File: src/hdl/ipvh_pkg.sv
// ============================================================================
// ipvh_pkg: shared types and constants for the IPv4 universal hash
// Field widths, register indexes and the data carried between pipeline cells.
// ============================================================================
package ipvh_pkg;

    // Fixed field and register widths
    localparam int ADDRESS_BITS = 32;
    localparam int CHUNK_W      = 4;
    localparam int PRIME_W      = 13;
    localparam int GROUP_W      = 64;
    localparam int COEF_BITS    = 16;
    localparam int COEF_COUNT   = 8;
    localparam int SLICE_W      = 12;
    localparam int PROD_W       = SLICE_W + COEF_BITS;
    // Largest weighted sum (three 12-bit chunks at most) stays below 2^30
    localparam int SUM_W        = 30;
    localparam int OUT_TDATA_W  = 16;

    // Chunk width limits
    localparam logic [CHUNK_W-1:0] CHUNK_MIN = 4'd4;
    localparam logic [CHUNK_W-1:0] CHUNK_MAX = 4'd12;

    // Configuration register indexes
    localparam logic [1:0] CFG_CHUNK_BITS = 2'd0;
    localparam logic [1:0] CFG_PRIME      = 2'd1;
    localparam logic [1:0] CFG_COEF_LOW   = 2'd2;
    localparam logic [1:0] CFG_COEF_HIGH  = 2'd3;

    // Controls broadcast to every multiply-accumulate cell
    typedef struct packed {
        logic               enable;
        logic [SLICE_W-1:0] chunk_mask;
        logic [CHUNK_W-1:0] chunk_shift;
    } mac_ctrl_t;

    // Data handed from one multiply-accumulate cell to the next
    typedef struct packed {
        logic [ADDRESS_BITS-1:0] addr;
        logic [SUM_W-1:0]        sum;
    } mac_data_t;

    // Data handed from one reduction cell to the next
    typedef struct packed {
        logic [PRIME_W-1:0] rem;
        logic [SUM_W-1:0]   bits;
    } mod_data_t;

endpackage

File: src/hdl/ipvh_mod_cell.sv
// ============================================================================
// ipvh_mod_cell: one bit of the modulo reduction
// Shifts the next sum bit into the remainder and subtracts the modulus once
// when the remainder reaches it.
// ============================================================================
module ipvh_mod_cell
    import ipvh_pkg::*;
(
    input  logic               clk,
    input  logic               rst_n,
    input  logic               enable,
    input  logic [PRIME_W-1:0] prime,
    input  logic               valid_in,
    input  mod_data_t          data_in,
    output logic               valid_out,
    output mod_data_t          data_out
);

    logic               valid_reg;
    mod_data_t          data_reg;
    mod_data_t          data_next;
    logic [PRIME_W:0]   partial;
    logic [PRIME_W:0]   diff;

    // Bring in one bit and conditionally subtract the modulus
    always_comb
    begin
        partial        = {data_in.rem, data_in.bits[SUM_W-1]};
        diff           = partial - {1'b0, prime};
        data_next.rem  = (partial >= {1'b0, prime}) ? diff[PRIME_W-1:0]
                                                    : partial[PRIME_W-1:0];
        data_next.bits = {data_in.bits[SUM_W-2:0], 1'b0};
    end

    // Advance the valid flag whenever the pipeline moves
    always_ff @(posedge clk or negedge rst_n)
    begin
        if (!rst_n)
        begin
            valid_reg <= 1'b0;
        end
        else if (enable)
        begin
            valid_reg <= valid_in;
        end
    end

    // Capture the payload only for a live request
    always_ff @(posedge clk)
    begin
        if (enable && valid_in)
        begin
            data_reg <= data_next;
        end
    end

    assign valid_out = valid_reg;
    assign data_out  = data_reg;

endmodule

File: config.mk
export PLATFORM = sky130hd
export DESIGN_NAME = ipvh_mod_cell
export DESIGN_NICKNAME = d
export VERILOG_FILES = /design/src/hdl/ipvh_pkg.sv /design/src/hdl/ipvh_mod_cell.sv
export SDC_FILE = /design/constraint.sdc
export NUM_CORES = 1
export LEC_CHECK = 0
export BUFFER_PORTS_ARGS = -buffer_cell sky130_fd_sc_hd__buf_2
export CORE_MARGIN = 3
export CORE_UTILIZATION = 42
export DETAILED_ROUTE_END_ITERATION = 7
export GPL_ROUTABILITY_DRIVEN = 0
export GPL_TIMING_DRIVEN = 0
export PLACE_DENSITY = 0.76
export RECOVER_POWER = 100
export SLEW_MARGIN = 25
export SYNTH_ARGS = -nofsm -noshare
export SYNTH_HDL_FRONTEND = slang
export SYNTH_SLANG_ARGS = --single-unit
File: constraint.sdc
create_clock -name clk -period 0.8 [get_ports clk]
set_input_delay 0.12 -clock clk [delete_from_list [all_inputs] [get_ports clk]]
set_output_delay 0.12 -clock clk [all_outputs]
set_load 0.05 [all_outputs]
* Word level (Yosys, flattened, before mapping)
Index checks and enable logic that the tools add are counted.
** Operators by class
- Add/sub/neg operators :: 1
- $lt $le $gt $ge :: 1
- Mux-type cells :: 1
- Reductions and logical operators :: 1
** Operator list (number)
- 14-bit by 13-bit greater-or-equal comparator with 1-bit output :: 1
- 13-bit two-way mux :: 1
- 13-bit subtractor :: 1
- 1-bit logical AND :: 1
** Word-level totals
- Register bits after elaboration :: 43
- Input port bits :: 60
- Output and inout port bits :: 44
- Word-level logic and storage cells :: 7

* Logic depth before layout (Yosys ltp)
Gate-level depths: netlist (run 1).
- Depth in word-level cells :: 2
- Depth in mapped cells :: 10
- Depth with buffers taken out :: 9

* Worst setup path before layout (run 1)
OpenSTA, ideal clock, no wires.
- Kind :: input to register
- From :: input data_in[29] (netlist bit)
- To :: register data_reg (netlist bit data_out[34]), data pin
- Setup time :: 0.260 ns
- Arrival :: 1.992 ns
- Data required time :: 0.540 ns
- Slack :: -1.452 ns
- Cell stages on the path :: 10
- Buffers on the path :: 1
- Cell sequence :: inv_1 -> ha_1 -> fa_1 -> nor2b_4 -> o2111ai_4 -> nand3b_4 -> o2111ai_4 -> a31oi_4 -> buf_6 -> mux2_4
** RTL lines
- start: declaration :: line ipvh_mod_cell.sv:14 : input mod_data_t data_in,
- end signal: assignment :: line ipvh_mod_cell.sv:53 : data_reg <= data_next;
- end: declaration :: line ipvh_mod_cell.sv:20 : mod_data_t data_reg;

==> reports/results.ini, run 1 <==
[floorplanning]
die_h_um=78.4
start_util=0.452
core_um2=4880
die_x_um=78.4
pin_count=104
design.die.area_um2=6150
rows=25

[worst_hold_path]
min_from=data_in[1]
holdPathEnd=data_out[2]$_DFFE_PP_
whs_path_depth=1
min_path_type=input pin to flop

[setup_path]
r2r_slack_ps=10
reg2reg_depth=1
start_kind=input pin
r2r-end=valid_out$_DFFE_PN0P_
end_kind=flop
rr_startpoint=valid_out$_DFFE_PN0P_
arrival_ps=2050
crit_type=input pin to flop
required_ps=840
cp_max_fo=9

[detailed_routing]
dr.pass1.iters=4
via_per_inst=4.82
drc=0
drt_iter0_drc=59
routed_wl_mm=5.62
wl_per_cell_um=15.7
via_count=1730
detail-route-antenna-nets=0

[power_and_ir_drop]
p_leak_nw=1.57
power_density_nw_per_um2=1970
ir_drop_v=0.000884

[synthesis]
synth_top_family_by_area=compound AO/OA/AOI/OAI gates
async_flop_share=0.0233
avgSynthCellArea_um2=14.4
syn_area_um2=2200
synthMuxAreaShare=0.0818
synth_ff_type=edfxtp_1
ys_seq_area_frac=0.584
synth_edf_count=42
yosys.area_share.adder=0.0829
synth-seq-cells=43
yosysWarnings=0
synth_cell_types=41
synth_xor_area_frac=0.0398
synthCells=153
synth_compound_area_frac=0.0971
syn_nets=227
synth_simple_gate_area_share=0.0755

[global_route]
overflow=0
grt_max_degree=43
grt_pass1_wl_mm=7.96
grt_pass1_vias=1650
grt_util_all_layers=0.170
antenna_found_initial=0

[cts]
htree_levels=2
path_clk_slew_ps=80
clock_latency_ps=280
cts_sinks=43
clock-root-buffer=clkbuf_8
clockBufferDepth=2
cts_tree=done
numCtsBuffers=5

[job]
maxCapViolations=0

[place]
placed_area_um2=2830
port-buffer-count=102
dp_cells=322
place_hpwl_mm=3.58

[sta]
hold_viol_final=0
worst_slack_ps=-1210
final-setup-viol-count=56
timing.hold.ws_ps=9.30
fmax_mhz=497
slew_violations=0
rsz0062_at_grt=true
fin_crit_sh=2.51
finalCriticalPeriod_ps=2010
finClkSkew_ps=0

[run_status]
violations=setup timing
status=finished, violations left

[finish]
nFillCells=335
final_cell_mix=55 x buf_2, 45 x buf_6, 42 x edfxtp_1
area_growth_pct=61.2
final_common_cell=buf_2
nNetsFinal=365
instances_no_fill=359
drive_above_1_share=0.483
antenna_cells=0
fin_area_um2=3550

==> how the worst max path moves through the flow <==
stage,from,to,slack [ps],cells past startpoint
6_report,data_in[29],data_out[41]$_DFFE_PP_,-1210,11
4_1_cts,data_in[29],data_out[41]$_DFFE_PP_,-1200,11
3_3_place_gp,data_in[29],data_out[35]$_DFFE_PP_,-1670,11
5_1_grt,data_in[29],data_out[38]$_DFFE_PP_,-1270,11
3_5_place_dp,data_in[29],data_out[41]$_DFFE_PP_,-1710,11
2_1_floorplan,data_in[29],data_out[34]$_DFFE_PP_,-1350,10
==> power breakdown <==
part	internal (mW)	switching, mW	leakage [nW]
logic	1.02	1.24	1.10
registers	2.71	0.0917	0.405
clock network	1.25	0.678	0.0654
total	4.97	2.01	1.57
==> cells by family (layout without fill, tap and decap cells) <==
kind of cell    Yosys count  count (layout)
xor+xnor                 10              10
flops                    43              43
buf+inv                  19             157
compound gates           23              23
other cells               1               1
fa+ha+maj                14              14
simple gates             29              30
mux                      14              14
==> cell type report <==
cell class                      instances  area, um^2  area share
Buffer                                  3        26.3     0.00740
Sequential cell                        43        1290       0.362
Timing Repair Buffer                  130        1060       0.299
Tap cell                               67        83.8      0.0236
Clock buffer                            6        72.6      0.0204
Clock inverter                          2        60.1      0.0169
Multi-Input combinational cell         92         887       0.250
Inverter                               16        72.6      0.0204
==> sequential cells by signal (all words and copies together) (netlist names) <==
name / flops
data_out: 42
valid_out: 1
==> per-layer routing <==
layer / vias up / global-route usage / part of all wire
met3: 6 / 0.0493 / 0.091
met1: 796 / 0.189 / 0.38
met2: 86 / 0.312 / 0.51
li1: 842 / - / -
met5: - / 0 / 0
met4: 0 / 0.0524 / 0.012
==> cells in the mapped netlist, drive strengths merged, types with 2 or more instances <==
cell,instances,area share
o21ai,3,0.0085
nand2b,2,0.0057
xor2,4,0.016
o21a,2,0.0068
nor2,9,0.015
buf,3,0.010
inv,16,0.027
and2,2,0.0068
o2111ai,2,0.024
ha,13,0.074
a21oi,6,0.014
nor3,4,0.0091
xnor2,6,0.024
mux2i,3,0.014
nand3,2,0.0045
nand2,4,0.0068
edfxtp,42,0.57
mux2,11,0.068
a211oi,2,0.0068
==> metrics by stage <==
stage	util	power, mW	TNS (ps)	worst slack [ps]
floorplan	-	4.19	-19410	-1350
global placement	0.580	4.60	-32140	-1670
detailed placement	0.580	4.63	-32860	-1710
CTS	0.694	6.91	-22250	-1200
global route	0.728	7.28	-26160	-1270
finish	0.728	6.98	-22520	-1210
==> worst max-delay path: stages <==
cell,delay [ps]
buf_8,90
inv_12,30
ha_4,150
fa_2,360
nor2b_4,160
o2111ai_4,140
nand3b_4,130
o2111ai_4,120
a31oi_4,250
buf_8,180
mux2_4,300
==> timing repair <==
item	CTS	global route
buffers inserted	5	1
endpoints found under the setup margin	56	97
hold buffers	7	15
cloned	0	1
resized for setup	97	2
endpoints found under the hold margin	7	15
pin swaps	2	1
Power figures use the tool's default switching activity.
==> run 2, diff against run 1 <==
Settings changed: CORE_MARGIN 3 to not set, CTS_BUF_LIST set to sky130_fd_sc_hd__clkbuf_16, PLACE_DENSITY 0.76 to not set, PLACE_DENSITY_LB_ADDON set to 0.25.
==> reports/results.ini, run 2 (synthesis results as in run 1) <==
[run_status]
status=finished, violations left
violations=setup timing

[worst_hold_path]
min_from=data_in[8]
whs_path_depth=1
min_path_type=input pin to flop
holdPathEnd=data_out[9]$_DFFE_PP_

[global_route]
overflow=0
antenna_found_initial=0
grt_pass1_wl_mm=7.18
grt_pass1_vias=1627
grt_util_all_layers=0.176
grt_max_degree=22

[setup_path]
r2r_slack_ps=-100
r2r-end=valid_out$_DFFE_PN0P_
reg2reg_depth=2
start_kind=input pin
critPathMaxStageDelay_ps=370
cp_slowest_cell=fa_2
rr_startpoint=valid_out$_DFFE_PN0P_
arrival_ps=1990
required_ps=830
crit_type=input pin to flop
path_cells=buf_8 > inv_12 > ha_4 > fa_2 > nor2b_4 > o2111ai_4 > nand3b_4 > o2111ai_4 > a31oi_4 > buf_8 > mux2_4
end_kind=flop
cp_max_fo=9

[cts]
clock-root-buffer=clkbuf_16
path_clk_slew_ps=60
cts_sinks=43
clockBufferDepth=2
numCtsBuffers=5
cts_tree=done
clock_latency_ps=270
htree_levels=2

[sta]
rsz0062_at_grt=true
fmax_mhz=509
fin_tns_setup_ps=-21020
final-setup-viol-count=57
fin_crit_sh=2.46
hold_viol_final=0
finalCriticalPeriod_ps=1970
finClkSkew_ps=0
worst_slack_ps=-1170
slew_violations=0

[detailed_routing]
drc=0
drt_iter0_drc=31
detail-route-antenna-nets=0
via_per_inst=4.77
wl_per_cell_um=13.8
routed_wl_mm=4.66
dr.pass1.iters=4
via_count=1617

[power_and_ir_drop]
ir_drop_v=0.000859
p_leak_nw=1.50
power_density_nw_per_um2=2040

[finish]
postLayoutCoreUtil=0.688
fin_area_um2=3360
final_cell_mix=56 x buf_2, 45 x buf_6, 42 x edfxtp_1
nNetsFinal=345
area_growth_pct=52.3
drive_above_1_share=0.522
final_common_cell=buf_2
largest_reg_flops=42
antenna_cells=0

[place]
place_ws_ps=-1680
placed_area_um2=2830
place_hpwl_mm=3.16
port-buffer-count=102

[floorplanning]
die_x_um=74.4
core_um2=4880
die_h_um=74.4
design.die.area_um2=5540
pin_count=104
start_util=0.452
rows=25

[job]
maxCapViolations=0

[run 2: changes by cell type in the layout (fill, tap and decap cells not counted), moves of 2 or more]
cell,before,now
clkbuf_8,5,0
dlygate4sd3_1,22,1
clkbuf_16,0,5
bufinv_16,2,0
clkbuf_1,3,1
[run 2: worst max-delay path by stage]
stage | start | endpoint | slack [ps] | cells past startpoint
after detailed placement | data_in[29] | data_out[38]$_DFFE_PP_ | -1680 | 11
after global routing | data_in[29] | data_out[38]$_DFFE_PP_ | -1240 | 11
after CTS | data_in[29] | data_out[38]$_DFFE_PP_ | -1170 | 11
after floorplan | data_in[29] | data_out[34]$_DFFE_PP_ | -1350 | 10
after global placement | data_in[29] | data_out[41]$_DFFE_PP_ | -1670 | 11
final | data_in[29] | data_out[38]$_DFFE_PP_ | -1170 | 11
[run 2: per-layer routing]
layer | global-route usage | vias up | part of all wire
li1 | - | 804 | -
met1 | 0.203 | 732 | 0.41
met2 | 0.315 | 75 | 0.50
met3 | 0.0461 | 6 | 0.080
met4 | 0.0629 | 0 | 0.012
met5 | 0 | - | 0
[run 2: critical path: cells and delay by family]
| kind | cells | cell delay [ps] |
|---|---|---|
| fa+ha+maj | 2 | 520 |
| compound gates | 3 | 470 |
| buf+inv | 3 | 300 |
| mux | 1 | 300 |
| simple gates | 2 | 290 |
[run 2: timing repair]
action | 4_1_cts | 5_1_grt
cloned | 1 | 0
buffers inserted | 6 | 1
hold buffers | 1 | 0
resized for setup | 99 | 2
setup endpoints to repair | 98 | 57
hold endpoints to repair | 1 | 0
pin swaps | 2 | 0
[run 2: layout make-up]
| cell class | count | area [um^2] |
|---|---|---|
| inverter | 16 | 72.6 |
| multi-input combinational | 92 | 876 |
| clock inverter | 3 | 16.3 |
| sequential | 43 | 1290 |
| timing repair buffer | 110 | 868 |
| buffer | 3 | 26.3 |
| fill | 377 | 1520 |
| tap | 67 | 83.8 |
| clock buffer | 5 | 125 |
[run 2: stage by stage]
stage | total power [mW] | instances | hold WS (ps)
floorplan | 4.19 | 153 | -176
global placement | 4.59 | 322 | -105
finish | 6.85 | 339 | 17.7
global route | 7.15 | 339 | 5.21
CTS | 6.89 | 338 | 9.56
detailed placement | 4.61 | 322 | -105
[run 2: report_power, final]
part / leakage [nW] / internal [mW] / total [mW] / switching (mW)
registers: 0.405 / 2.71 / 2.80 / 0.0868
logic: 1.02 / 0.951 / 2.15 / 1.20
clock network: 0.0710 / 1.14 / 1.91 / 0.770
==> run 3, diff against run 2 <==
Settings changed: BUFFER_PORTS_ARGS -buffer_cell sky130_fd_sc_hd__buf_2 to -buffer_cell sky130_fd_sc_hd__clkbuf_2.
==> reports/results.ini, run 3 (synthesis results as in run 1) <==
[run_status]
status=finished, violations left
violations=setup timing

[job]
maxCapViolations=0

[cts]
clock_latency_ps=280
numCtsBuffers=5
htree_levels=2
cts_sinks=43
clockBufferDepth=2
cts_tree=done
clock-root-buffer=clkbuf_16
path_clk_slew_ps=60

[detailed_routing]
drc=0
drt_iter0_drc=59
via_count=1652
wl_per_cell_um=14.4
dr.pass1.iters=4
via_per_inst=4.84
routed_wl_mm=4.90
detail-route-antenna-nets=0

[finish]
nNetsFinal=347
fin_area_um2=3500
multiInputGateArea_um2=881
final_cell_mix=52 x clkbuf_2, 42 x edfxtp_1, 31 x clkbuf_8
seq_area_um2=1290
nFillCells=337
largest_reg_flops=42
drive_above_1_share=0.511
final_common_cell=clkbuf_2
antenna_cells=0
area_growth_pct=59.0

[global_route]
overflow=0
met1_usage=0.208
grt_pass1_wl_mm=7.45
antenna_found_initial=0
grt_pass1_vias=1644
grt_use_met3=0.0474
use_met2=0.331
grt_util_all_layers=0.182
busiest_layer=met2
grt_max_degree=22

[floorplanning]
die_x_um=74.4
start_util=0.452
core_um2=4880
rows=25
pin_count=104
design.die.area_um2=5540
die_h_um=74.4

[place]
port-buffer-count=102
place_hpwl_mm=3.28
placed_area_um2=2830

[setup_path]
cp_common_cell=o2111ai_4
crit_type=input pin to flop
path_buf_inv=3
end_kind=flop
critPathTopFamily=adder cells
critPathMaxStageDelay_ps=370
required_ps=830
arrival_ps=2030
cp_slowest_cell=fa_2
cp_max_fo=10
start_kind=input pin
path_cells=clkbuf_16 > inv_12 > ha_4 > fa_2 > nor2b_4 > o2111ai_4 > nand3b_4 > o2111ai_4 > a31oi_4 > buf_12 > mux2_4

[worst_hold_path]
min_path_type=input pin to flop

[sta]
final-setup-viol-count=57
finalCriticalPeriod_ps=2000
finClkSkew_ps=0
fmax_mhz=501
hold_viol_final=0
fin_tns_setup_ps=-22450
timing.hold.ws_ps=11.5
rsz0062_at_grt=true
fin_crit_sh=2.49
slew_violations=0
worst_slack_ps=-1200

[power_and_ir_drop]
ir_drop_v=0.000961
design_power_total_mw=7.05
power_density_nw_per_um2=2010
p_leak_nw=1.55

==> run 3: layout make-up <==
class	instances	share of cell area
clock buffers	5	0.0357
flip-flops and latches	43	0.367
clock inverters	3	0.00679
plain buffers	3	0.00893
multi-input cells	92	0.251
inverters	16	0.0207
well taps	67	0.0239
repair buffers	112	0.285
==> run 3: final timing paths <==
check | from | endpoint | slack, ps | depth (start not counted)
max in group asynchronous | rst_n | valid_out$_DFFE_PN0P_ | 500 | 2
worst min-delay path | data_in[14] | data_out[15]$_DFFE_PP_ | 10 | 1
worst min register to register | valid_out$_DFFE_PN0P_ | valid_out$_DFFE_PN0P_ | 630 | 2
worst max-delay path | data_in[29] | data_out[37]$_DFFE_PP_ | -1200 | 11
min in group asynchronous | rst_n | valid_out$_DFFE_PN0P_ | 180 | 2
worst max register to register | valid_out$_DFFE_PN0P_ | valid_out$_DFFE_PN0P_ | -100 | 2
==> run 3: per-stage QoR <==
| stage | setup WS (ps) | utilization | instances |
|---|---|---|---|
| 4_1_cts | -1180 | 0.711 | 338 |
| 3_3_place_gp | -1680 | 0.580 | 322 |
| 6_report | -1200 | 0.718 | 341 |
| 5_1_grt | -1250 | 0.718 | 341 |
| 3_5_place_dp | -1690 | 0.580 | 322 |
| 2_1_floorplan | -1350 | - | 153 |
==> run 3: report_power, final <==
part           internal, mW  switching, mW
logic                  1.03           1.21
registers              2.71         0.0873
clock network          1.17          0.842
==> run 3: worst register-to-register path, delay by kind of cell, from the launching register on <==
kind / cells / cell delay, ps
buf+inv: 1 / 130
mux: 1 / 250
flops: 1 / 410
==> run 3: routing by layer <==
metal,wire length (um),part of all wire
met5,0,0
met4,51,0.010
met3,354,0.072
met2,2590,0.53
met1,1910,0.39
==> run 3: repair_timing <==
item,in CTS,in global routing
pin swaps,3,0
hold buffers,1,1
resized for setup,98,14
gates cloned,1,0
buffers inserted,6,2
endpoints found under the hold margin,1,1
endpoints found under the setup margin,98,56
