===== src/hdl/ipvh_pkg.sv =====
// ============================================================================
// ipvh_pkg: shared types and constants for the IPv4 universal hash
// Field widths, register indexes and the data carried between pipeline cells.
// ============================================================================
package ipvh_pkg;

    // Fixed field and register widths
    localparam int ADDRESS_BITS = 32;
    localparam int CHUNK_W      = 4;
    localparam int PRIME_W      = 13;
    localparam int GROUP_W      = 64;
    localparam int COEF_BITS    = 16;
    localparam int COEF_COUNT   = 8;
    localparam int SLICE_W      = 12;
    localparam int PROD_W       = SLICE_W + COEF_BITS;
    // Largest weighted sum (three 12-bit chunks at most) stays below 2^30
    localparam int SUM_W        = 30;
    localparam int OUT_TDATA_W  = 16;

    // Chunk width limits
    localparam logic [CHUNK_W-1:0] CHUNK_MIN = 4'd4;
    localparam logic [CHUNK_W-1:0] CHUNK_MAX = 4'd12;

    // Configuration register indexes
    localparam logic [1:0] CFG_CHUNK_BITS = 2'd0;
    localparam logic [1:0] CFG_PRIME      = 2'd1;
    localparam logic [1:0] CFG_COEF_LOW   = 2'd2;
    localparam logic [1:0] CFG_COEF_HIGH  = 2'd3;

    // Controls broadcast to every multiply-accumulate cell
    typedef struct packed {
        logic               enable;
        logic [SLICE_W-1:0] chunk_mask;
        logic [CHUNK_W-1:0] chunk_shift;
    } mac_ctrl_t;

    // Data handed from one multiply-accumulate cell to the next
    typedef struct packed {
        logic [ADDRESS_BITS-1:0] addr;
        logic [SUM_W-1:0]        sum;
    } mac_data_t;

    // Data handed from one reduction cell to the next
    typedef struct packed {
        logic [PRIME_W-1:0] rem;
        logic [SUM_W-1:0]   bits;
    } mod_data_t;

endpackage


===== src/hdl/ipvh_mac_cell.sv =====
// ============================================================================
// ipvh_mac_cell: one chunk of the weighted sum
// Takes the low chunk of the shifted address, multiplies it by its coefficient,
// adds it to the running sum and hands the address on shifted by one chunk.
// ============================================================================
module ipvh_mac_cell
    import ipvh_pkg::*;
(
    input  logic                 clk,
    input  logic                 rst_n,
    input  mac_ctrl_t            ctrl,
    input  logic [COEF_BITS-1:0] coef,
    input  logic                 valid_in,
    input  mac_data_t            data_in,
    output logic                 valid_out,
    output mac_data_t            data_out
);

    logic              valid_reg;
    mac_data_t         data_reg;
    mac_data_t         data_next;
    logic [SLICE_W-1:0] chunk;
    logic [PROD_W-1:0]  product;

    // Multiply the low chunk and accumulate
    always_comb
    begin
        chunk          = data_in.addr[SLICE_W-1:0] & ctrl.chunk_mask;
        product        = PROD_W'(chunk) * PROD_W'(coef);
        data_next.sum  = data_in.sum + SUM_W'(product);
        data_next.addr = data_in.addr >> ctrl.chunk_shift;
    end

    // Advance the valid flag whenever the pipeline moves
    always_ff @(posedge clk or negedge rst_n)
    begin
        if (!rst_n)
        begin
            valid_reg <= 1'b0;
        end
        else if (ctrl.enable)
        begin
            valid_reg <= valid_in;
        end
    end

    // Capture the payload only for a live request
    always_ff @(posedge clk)
    begin
        if (ctrl.enable && valid_in)
        begin
            data_reg <= data_next;
        end
    end

    assign valid_out = valid_reg;
    assign data_out  = data_reg;

endmodule


===== config.mk =====
export PLATFORM = sky130hd
export DESIGN_NAME = ipvh_mac_cell
export DESIGN_NICKNAME = d
export VERILOG_FILES = /design/src/hdl/ipvh_pkg.sv /design/src/hdl/ipvh_mac_cell.sv
export SDC_FILE = /design/constraint.sdc
export NUM_CORES = 1
export LEC_CHECK = 0
export BUFFER_PORTS_ARGS = -buffer_cell sky130_fd_sc_hd__clkbuf_2
export CAP_MARGIN = 10
export CORE_ASPECT_RATIO = 0.9
export CORE_MARGIN = 2
export CORE_UTILIZATION = 45
export DETAILED_ROUTE_END_ITERATION = 8
export PLACE_DENSITY = 0.68
export SLEW_MARGIN = 20
export SYNTH_ARGS = -nofsm -noshare
export SYNTH_HDL_FRONTEND = slang
export SYNTH_SLANG_ARGS = --single-unit

===== constraint.sdc =====
create_clock -name clk -period 0.8 [get_ports clk]
set_input_delay 0.16 -clock clk [delete_from_list [all_inputs] [get_ports clk]]
set_output_delay 0.16 -clock clk [all_outputs]
set_load 0.02 [all_outputs]

# Yosys cells after proc, flatten, opt, wreduce, memory -nomap -nowiden
# Index checks and enable logic that the tools add are counted.
# word_totals
mem_bits_rw	0
inputBits	98
register_bits	63
romBits	0
mem_count	0
wordCells	8
latch_bits	0
# classes
addsub	1
n_mul	1
muxes	0
n_div	0
n_reduce_logical	1
eq_ne	0
magnitude_cmp	0
n_shift	1
n_bitwise	1
# ops
cell	count
32-bit by 4-bit >> shifter with 32-bit output	1
30-bit by 28-bit adder with 30-bit output	1
12-bit by 16-bit multiplier with 28-bit output	1
12-bit bitwise AND	1
1-bit logical AND	1

# Logic depth before layout (Yosys ltp)
# Gate-level depths: netlist (run 1).
# depth
ltp_word	3
mapped_depth	20
depth_no_buf	19

# Worst setup path after synthesis (run 1)
# No wires, ideal clock.
# synth_path
kind	in2reg
startpoint	in data_in[33] in the netlist's numbering
endpoint	reg data_reg (netlist bit data_out[27]), data pin
t_arrival_ps	4801
slack_ps	-4171
path_stages	20
cell_sequence	and2_1 clkbuf_1 nand2_1 fa_1 inv_1 fa_1 inv_1 fa_1 inv_1 fa_1 inv_1 fa_1 inv_1 ha_1 nand3_1 and2_2 o21ai_1 o211ai_2 and3_1 a311oi_2
# synth_lines
item	line	text
start, declared	ipvh_mac_cell.sv:14	input mac_data_t data_in,
end signal, assigned	ipvh_mac_cell.sv:52	data_reg <= data_next;
end, declared	ipvh_mac_cell.sv:20	mac_data_t data_reg;

==> tab_implementation.tex, run 1 <==
\begin{tabular}{lr}
\hline
Metric & Value \\
\hline
\multicolumn{2}{l}{\textbf{Run status}} \\
\quad Status & finished, violations left \\
\quad Violations in the final reports & DRC, setup timing \\
\multicolumn{2}{l}{\textbf{Global routing}} \\
\quad Maximum number of pins on one net before global-route repair & 33 \\
\quad Via count of the first global-routing pass & 10.4k \\
\quad Overall global routing resource usage & 0.292 \\
\quad Total overflow reported by the global router & 0 \\
\quad Number of antenna violations at the first check in global routing & 2 \\
\quad First-pass GRT wire length & 56100 um \\
\multicolumn{2}{l}{\textbf{Layout}} \\
\quad Layout area overhead & 54.8\% \\
\quad Final-stage net count & 1822 \\
\quad Final design utilization & 0.706 \\
\quad Fill cell count & 1564 \\
\quad Layout cells sized above 1 & 0.469 \\
\multicolumn{2}{l}{\textbf{Die}} \\
\quad Ports & 161 \\
\quad Num rows & 53 \\
\quad Die ar. & 24800 um\^{}2 \\
\quad X dimension of the die & 166 um \\
\quad Area of the placeable core & 23200 um\^{}2 \\
\quad DIE HEIGHT & 150 um \\
\quad Effective utilization at floorplan & 0.456 \\
\multicolumn{2}{l}{\textbf{Routing}} \\
\quad Post-detailed-route DRC marker count & 2 \\
\quad Total Wirelength & 38200 um \\
\quad Routed vias/inst & 5.64 \\
\quad First-pass detailed-route iteration total & 9 \\
\quad Vias & 10.1k \\
\quad Detail-routed net length per standard cell & 21.3 um \\
\quad Violation count after the first detailed-routing iteration & 1019 \\
\quad Remaining antenna violation count after routing & 0 \\
\multicolumn{2}{l}{\textbf{Power and ir drop}} \\
\quad Proportion of power drawn by combinational gates & 0.796 \\
\quad Peak supply drop & 2.70 mV \\
\quad Portion of total power attributed to the clock network & 0.090 \\
\quad Power spent charging and discharging nets & 22.5 mW \\
\quad Leakage & 7.94 nW \\
\quad Power density relative to cell area & 3050 nW/um\^{}2 \\
\quad Register share of total power & 0.114 \\
\quad Switching share of total power & 0.449 \\
\quad Int Pwr & 27.5 mW \\
\multicolumn{2}{l}{\textbf{Placed design}} \\
\quad DPL Wire Length & 26900 um \\
\quad PortBufs & 160 \\
\quad Pre-CTS WS & -4370 ps \\
\quad Final RePlAce weighted congestion & 0.921 \\
\multicolumn{2}{l}{\textbf{STA}} \\
\quad Share of the clock period used by the worst path after layout & 5.90 \\
\quad Worst slew margin & 0.716 \\
\quad PnR worst setup slack & -3920 ps \\
\quad Worst Clk Skew & 0 ps \\
\quad Endpoints failing setup & 125 \\
\quad Final Hold Vio Count & 0 \\
\quad Pins over their slew limit & 0 \\
\quad Unrepaired setup endpoints after global routing & yes \\
\quad Fmax & 212 MHz \\
\quad Transition time at the pin with the least slew margin & 421 ps \\
\quad Min cycle time layout & 4720 ps \\
\multicolumn{2}{l}{\textbf{Yosys}} \\
\quad Synth Cell Area & 10600 um\^{}2 \\
\quad Yosys top cell by area & fa\_1 \\
\quad Most numerous cell types in the synthesized netlist & 239 x inv\_1, 167 x fa\_1, 127 x nand2\_1 \\
\quad Share of the synthesized area in the top cell type & 0.316 \\
\quad Mapped Nets & 1444 \\
\quad Number of flops mapped to enable cells by yosys & 62 \\
\quad Most instantiated library cell after synthesis & inv\_1 \\
\quad Main flop type after synthesis & edfxtp\_1 \\
\quad Seq cells post-synth & 63 \\
\quad Yosys warning count & 0 \\
\quad Syn avg cell area & 9.56 um\^{}2 \\
\quad Async S/R FF share, synth & 0.0159 \\
\quad Synthesized netlist cell count & 1108 \\
\quad Fraction of the yosys area taken by sequential cells & 0.178 \\
\quad Top area cells in the synthesized netlist & fa\_1 32\%, edfxtp\_1 18\%, inv\_1 8.5\%, ha\_1 8.4\%, and3\_1 5.7\% \\
\quad Number of library cell types mapped by synthesis & 61 \\
\multicolumn{2}{l}{\textbf{Clock network}} \\
\quad H-tree levels & 3 \\
\quad CTS Buffer Depth & 2 \\
\quad Clk Tree Root Cell & clkbuf\_16 \\
\quad Clock input transition at the sequential cells of the worst setup and hold paths & 60 ps \\
\quad CTS tree & done \\
\quad Clock latency on the worst-skew pair & 340 ps \\
\quad CTS sink count & 63 \\
\quad CTS Buf Count & 9 \\
\multicolumn{2}{l}{\textbf{Hold path}} \\
\quad Worst hold stages & 2 \\
\quad Hold path start & valid\_in \\
\quad Class of the most critical hold timing path & input port to flop \\
\quad Sink of the worst hold path & valid\_out \\
\multicolumn{2}{l}{\textbf{Worst setup path}} \\
\quad Worst R2R End & valid\_out \\
\quad Category of the critical setup timing path & input port to flop \\
\quad Type of origin of the critical path & input port \\
\quad Critical path endpoint category & flop \\
\quad Launching point of the worst reg2reg path & valid\_out \\
\quad Maximum fanout along the worst path & 5 \\
\quad WP data required & 880 ps \\
\quad Critical path arrival & 4810 ps \\
\quad Depth of the worst register-to-register path & 1 \\
\quad Reg-to-reg slack, setup & 30 ps \\
\multicolumn{2}{l}{\textbf{Job}} \\
\quad Maximum Capacitance Violations & 0 \\
\hline
\end{tabular}
[cell type report]
| cell class | instances | area (um^2) | area share |
|---|---|---|---|
| multi-input cells | 748 | 8950 | 0.546 |
| repair buffers | 423 | 3920 | 0.239 |
| flip-flops and latches | 63 | 1890 | 0.115 |
| inverters | 241 | 916 | 0.0559 |
| well taps | 302 | 378 | 0.0231 |
| clock buffers | 9 | 225 | 0.0137 |
| clock inverters | 7 | 104 | 0.00634 |
| diodes | 3 | 7.51 | 0.000458 |
[metal layers]
| layer | up-vias | wire, um | global-route usage |
|---|---|---|---|
| li1 | 4359 | - | - |
| met1 | 5023 | 14500 | 0.386 |
| met2 | 608 | 18700 | 0.495 |
| met3 | 146 | 3050 | 0.0381 |
| met4 | 0 | 2020 | 0.110 |
| met5 | - | 0 | 0 |
[critical path, cell delays in order]
cell,delay [ps]
clkbuf_8,120
and2_4,240
nand2_2,80
fa_1,540
inv_1,50
fa_1,510
inv_1,50
fa_1,500
fa_1,440
fa_1,570
inv_2,60
ha_4,300
nand3_4,110
a211oi_2,250
a22oi_2,180
buf_4,190
o21ai_4,170
o221ai_4,130
mux2i_1,140
[how the worst max path moves through the flow]
stage	slack (ps)	depth (start not counted)	start	end
after global placement	-4240	17	coef[8]	data_out[25]
after CTS	-3830	19	coef[7]	data_out[26]
after global routing	-4040	19	ctrl[7]	data_out[26]
after detailed placement	-4370	18	data_in[30]	data_out[19]
after floorplan	-3930	18	data_in[30]	data_out[19]
final	-3920	19	ctrl[7]	data_out[26]
[flip-flops by register name, indices dropped and copies added, names as in the netlist]
register	flops
valid_out	1
data_out	62
[power groups by stage]
stage / clock [mW] / sequential, mW / combinational (mW)
2_1_floorplan: 0 / 6.53 / 18.2
3_3_place_gp: 0 / 5.64 / 29.7
3_5_place_dp: 0 / 5.65 / 30.5
4_1_cts: 4.45 / 5.61 / 34.7
5_1_grt: 4.64 / 5.77 / 42.2
6_report: 4.50 / 5.70 / 39.8
[what timing repair did]
action,CTS,global route
hold buffers,1,0
setup buffers,34,18
cloned,13,1
pin swaps,85,73
endpoints found under the setup margin,125,125
gates resized for setup,251,243
hold endpoints to repair,1,0
[metrics by stage]
step | TNS [ps] | instance area (um^2) | hold WS [ps] | cells | total power [mW]
after floorplan | -131270 | 11300 | -136 | 1108 | 24.7
after global routing | -131410 | 16400 | 77.2 | 1795 | 52.7
after CTS | -123880 | 15600 | 73.0 | 1780 | 44.8
after detailed placement | -151250 | 13700 | -62.6 | 1720 | 36.1
after global placement | -148350 | 13700 | -64.7 | 1720 | 35.3
final | -126720 | 16400 | 75.0 | 1796 | 50.0
[logic make-up (layout without fill, tap and decap cells)]
logic type / after synthesis / in the layout / synth area share
mux: 49 / 49 / 0.0674
fa+ha+maj: 238 / 238 / 0.400
xor+xnor: 25 / 25 / 0.0207
flops: 63 / 63 / 0.178
buf+inv: 302 / 680 / 0.110
compound gates: 129 / 129 / 0.0800
other cells: 0 / 3 / 0
simple gates: 302 / 307 / 0.144
[layout by cell type (no fill, tap or decap), types with 17 or more instances in the layout]
cell type    n
clkbuf_16   20
inv_1      215
edfxtp_1    62
buf_2       18
ha_4        27
and3_4      23
clkbuf_2    67
buf_6       80
nand2_1    111
fa_1       159
a21oi_1     19
buf_4      191
inv_2       23
a21oi_2     19
ha_1        44
mux4_2      17
and3_1      73
Note: power is estimated with default switching activity, not from simulation.
==> inputs of run 2 (changes only) <==
--- a/config.mk
+++ b/config.mk
@@ -12,6 +12,7 @@
 export CORE_UTILIZATION = 45
 export DETAILED_ROUTE_END_ITERATION = 8
 export PLACE_DENSITY = 0.68
+export RECOVER_POWER = 100
 export SLEW_MARGIN = 20
 export SYNTH_ARGS = -nofsm -noshare
 export SYNTH_HDL_FRONTEND = slang
==> run 2 against run 1 <==
The run ends with setup timing left. Worst hold slack worse by 4.8 ps. Routed wire length is 0.25% lower. Clock power hardly changed. Non-clock buffer count stayed put. Critical path type unchanged. Critical endpoint unchanged. Largest cell class unchanged.
==> tab_implementation.tex, run 2 (synthesis gave the netlist of run 1 again) <==
\begin{tabular}{lr}
\hline
Metric & Value \\
\hline
\multicolumn{2}{l}{\textbf{Run status}} \\
\quad Status & finished, violations left (unchanged) \\
\quad Violations in the final reports & setup timing (was DRC, setup timing) \\
\multicolumn{2}{l}{\textbf{Die}} \\
\quad Area of the placeable core & 23200 um\^{}2 (unchanged) \\
\quad Ports & 161 (unchanged) \\
\quad Die ar. & 24800 um\^{}2 (unchanged) \\
\quad Effective utilization at floorplan & 0.456 (unchanged) \\
\quad Num rows & 53 (unchanged) \\
\quad DIE HEIGHT & 150 um (unchanged) \\
\quad X dimension of the die & 166 um (unchanged) \\
\multicolumn{2}{l}{\textbf{Worst setup path}} \\
\quad Maximum fanout along the worst path & 5 (unchanged) \\
\quad Critical path arrival & 4820 ps (was 4810 ps) \\
\quad Dominant delay contributor by cell family on the critical path & adder cells (unchanged) \\
\quad WP data required & 880 ps (about the same) \\
\quad Type of origin of the critical path & input port (unchanged) \\
\quad Crit path buffers/inverters & 5 (unchanged) \\
\quad Slowest stage cell, crit path & fa\_1 (unchanged) \\
\quad Critical path endpoint category & flop (unchanged) \\
\quad Dominant cell type by count on the critical path & fa\_1 (unchanged) \\
\quad Category of the critical setup timing path & input port to flop (unchanged) \\
\quad Slowest stage delay, CP & 580 ps (was 570 ps) \\
\quad Crit-path cells & clkbuf\_8 > and2\_4 > nand2\_2 > fa\_1 > inv\_1 > fa\_1 > inv\_1 > fa\_1 > fa\_1 > fa\_1 > inv\_2 > ha\_4 > nand3\_4 > a211oi\_2 > a22oi\_2 > buf\_4 > o21ai\_4 > o221ai\_4 > mux2i\_1 (unchanged) \\
\multicolumn{2}{l}{\textbf{Layout}} \\
\quad Final std cells w/o fill & 1796 (unchanged) \\
\quad Final design utilization & 0.705 (was 0.706) \\
\quad Design area & 16400 um\^{}2 (about the same) \\
\quad Layout area overhead & 54.5\% (was 54.8\%) \\
\quad Fill cell count & 1574 (was 1564) \\
\quad Layout cells sized above 1 & 0.468 (was 0.469) \\
\quad Commonest non-fill, non-tap cell in the layout & inv\_1 (unchanged) \\
\quad Flip-flop count of the largest register, all copies and words added & 62 (unchanged) \\
\quad Commonest non-fill, non-tap cells in the layout & 215 x inv\_1, 187 x buf\_4, 159 x fa\_1 (was 215 x inv\_1, 191 x buf\_4, 159 x fa\_1) \\
\quad Final-stage net count & 1822 (unchanged) \\
\multicolumn{2}{l}{\textbf{Routing}} \\
\quad Detail-routed net length per standard cell & 21.2 um (was 21.3 um) \\
\quad Post-detailed-route DRC marker count & 0 (was 2) \\
\quad Total Wirelength & 38100 um (was 38200 um) \\
\quad Remaining antenna violation count after routing & 0 (unchanged) \\
\quad Violation count after the first detailed-routing iteration & 1025 (was 1019) \\
\quad Routed vias/inst & 5.63 (was 5.64) \\
\quad Vias & 10.1k (about the same) \\
\quad First-pass detailed-route iteration total & 6 (was 9) \\
\multicolumn{2}{l}{\textbf{STA}} \\
\quad Unrepaired setup endpoints after global routing & yes (unchanged) \\
\quad Share of the clock period used by the worst path after layout & 5.92 (was 5.90) \\
\quad Endpoints failing setup & 125 (unchanged) \\
\quad Transition time at the pin with the least slew margin & 407 ps (was 421 ps) \\
\quad PnR worst setup slack & -3940 ps (was -3920 ps) \\
\quad Fmax & 211 MHz (was 212 MHz) \\
\quad Total Negative Setup Slacks & -126760 ps (was -126720 ps) \\
\quad Pins over their slew limit & 0 (unchanged) \\
\quad Worst Clk Skew & 0 ps (unchanged) \\
\quad Worst slew margin & 0.726 (was 0.716) \\
\quad Min cycle time layout & 4740 ps (was 4720 ps) \\
\quad Final Hold Vio Count & 0 (unchanged) \\
\multicolumn{2}{l}{\textbf{Clock network}} \\
\quad CTS sink count & 63 (unchanged) \\
\quad CTS Buffer Depth & 2 (unchanged) \\
\quad Clock latency on the worst-skew pair & 340 ps (about the same) \\
\quad H-tree levels & 3 (unchanged) \\
\quad Clock input transition at the sequential cells of the worst setup and hold paths & 60 ps (about the same) \\
\quad Clk Tree Root Cell & clkbuf\_16 (unchanged) \\
\quad CTS Buf Count & 9 (unchanged) \\
\quad CTS tree & done (unchanged) \\
\multicolumn{2}{l}{\textbf{Placed design}} \\
\quad Final RePlAce weighted congestion & 0.921 (unchanged) \\
\quad Pre-CTS WS & -4370 ps (unchanged) \\
\quad DPL Wire Length & 26900 um (unchanged) \\
\quad PortBufs & 160 (unchanged) \\
\quad Placed insts & 1720 (unchanged) \\
\quad Instance area after placement & 13700 um\^{}2 (unchanged) \\
\multicolumn{2}{l}{\textbf{Power and ir drop}} \\
\quad Power density relative to cell area & 3060 nW/um\^{}2 (was 3050 nW/um\^{}2) \\
\quad Portion of total power attributed to the clock network & 0.090 (about the same) \\
\quad Switching share of total power & 0.450 (was 0.449) \\
\quad Power spent charging and discharging nets & 22.5 mW (about the same) \\
\quad Peak supply drop & 2.73 mV (was 2.70 mV) \\
\quad Leakage & 7.93 nW (was 7.94 nW) \\
\quad Register share of total power & 0.114 (about the same) \\
\quad Int Pwr & 27.5 mW (about the same) \\
\quad Proportion of power drawn by combinational gates & 0.796 (about the same) \\
\multicolumn{2}{l}{\textbf{Global routing}} \\
\quad Via count of the first global-routing pass & 10.4k (unchanged) \\
\quad Total overflow reported by the global router & 0 (unchanged) \\
\quad First-pass GRT wire length & 56100 um (unchanged) \\
\quad Maximum number of pins on one net before global-route repair & 33 (unchanged) \\
\quad Number of antenna violations at the first check in global routing & 2 (unchanged) \\
\quad Overall global routing resource usage & 0.292 (unchanged) \\
\multicolumn{2}{l}{\textbf{Hold path}} \\
\quad Class of the most critical hold timing path & input port to flop (unchanged) \\
\multicolumn{2}{l}{\textbf{Job}} \\
\quad Maximum Capacitance Violations & 0 (unchanged) \\
\hline
\end{tabular}
==> run 2: what timing repair did <==
action | CTS | global route
setup buffers | 34 | 18
resized for setup | 251 | 243
pin swaps | 85 | 73
cloned | 13 | 1
hold buffers | 1 | 0
hold endpoints to repair | 1 | 0
setup endpoints to repair | 125 | 125
==> run 2: final timing paths <==
check	cells past startpoint	slack [ps]	startpoint	end
worst max-delay path	19	-3940	ctrl[7]	data_out[26]
worst min-delay path	2	70	valid_in	valid_out
worst max register to register	1	20	valid_out	valid_out
worst min register to register	1	530	valid_out	valid_out
max in group asynchronous	2	580	rst_n	valid_out
min in group asynchronous	2	130	rst_n	valid_out
==> run 2: routing by layer <==
metal,global-route usage,part of all wire,vias to the layer above,wire length (um)
li1,-,-,4358,-
met1,0.386,0.38,5006,14300
met2,0.495,0.49,597,18600
met3,0.0381,0.082,147,3130
met4,0.110,0.054,0,2060
met5,0,0,-,0
==> run 2: per-stage QoR <==
| step | hold WS [ps] | power [mW] |
|---|---|---|
| CTS | 73.0 | 44.8 |
| detailed placement | -62.6 | 36.1 |
| floorplan | -136 | 24.7 |
| global placement | -64.7 | 35.3 |
| finish | 70.1 | 50.0 |
| global route | 71.8 | 52.6 |
==> run 2: power by group through the flow <==
stage	logic [mW]	clock network (mW)	registers (mW)
5_1_grt	42.2	4.64	5.77
3_5_place_dp	30.5	0	5.65
6_report	39.8	4.51	5.70
3_3_place_gp	29.7	0	5.64
2_1_floorplan	18.2	0	6.53
4_1_cts	34.7	4.45	5.61
==> run 2: area by class of cell <==
| type | instances | area (um^2) | area share |
|---|---|---|---|
| clock buffer | 9 | 225 | 0.0138 |
| tap | 302 | 378 | 0.0231 |
| clock inverter | 7 | 104 | 0.00635 |
| antenna | 3 | 7.51 | 0.000459 |
| inverter | 241 | 916 | 0.0560 |
| multi-input combinational | 748 | 8950 | 0.547 |
| timing repair buffer | 423 | 3890 | 0.238 |
| sequential | 63 | 1890 | 0.115 |
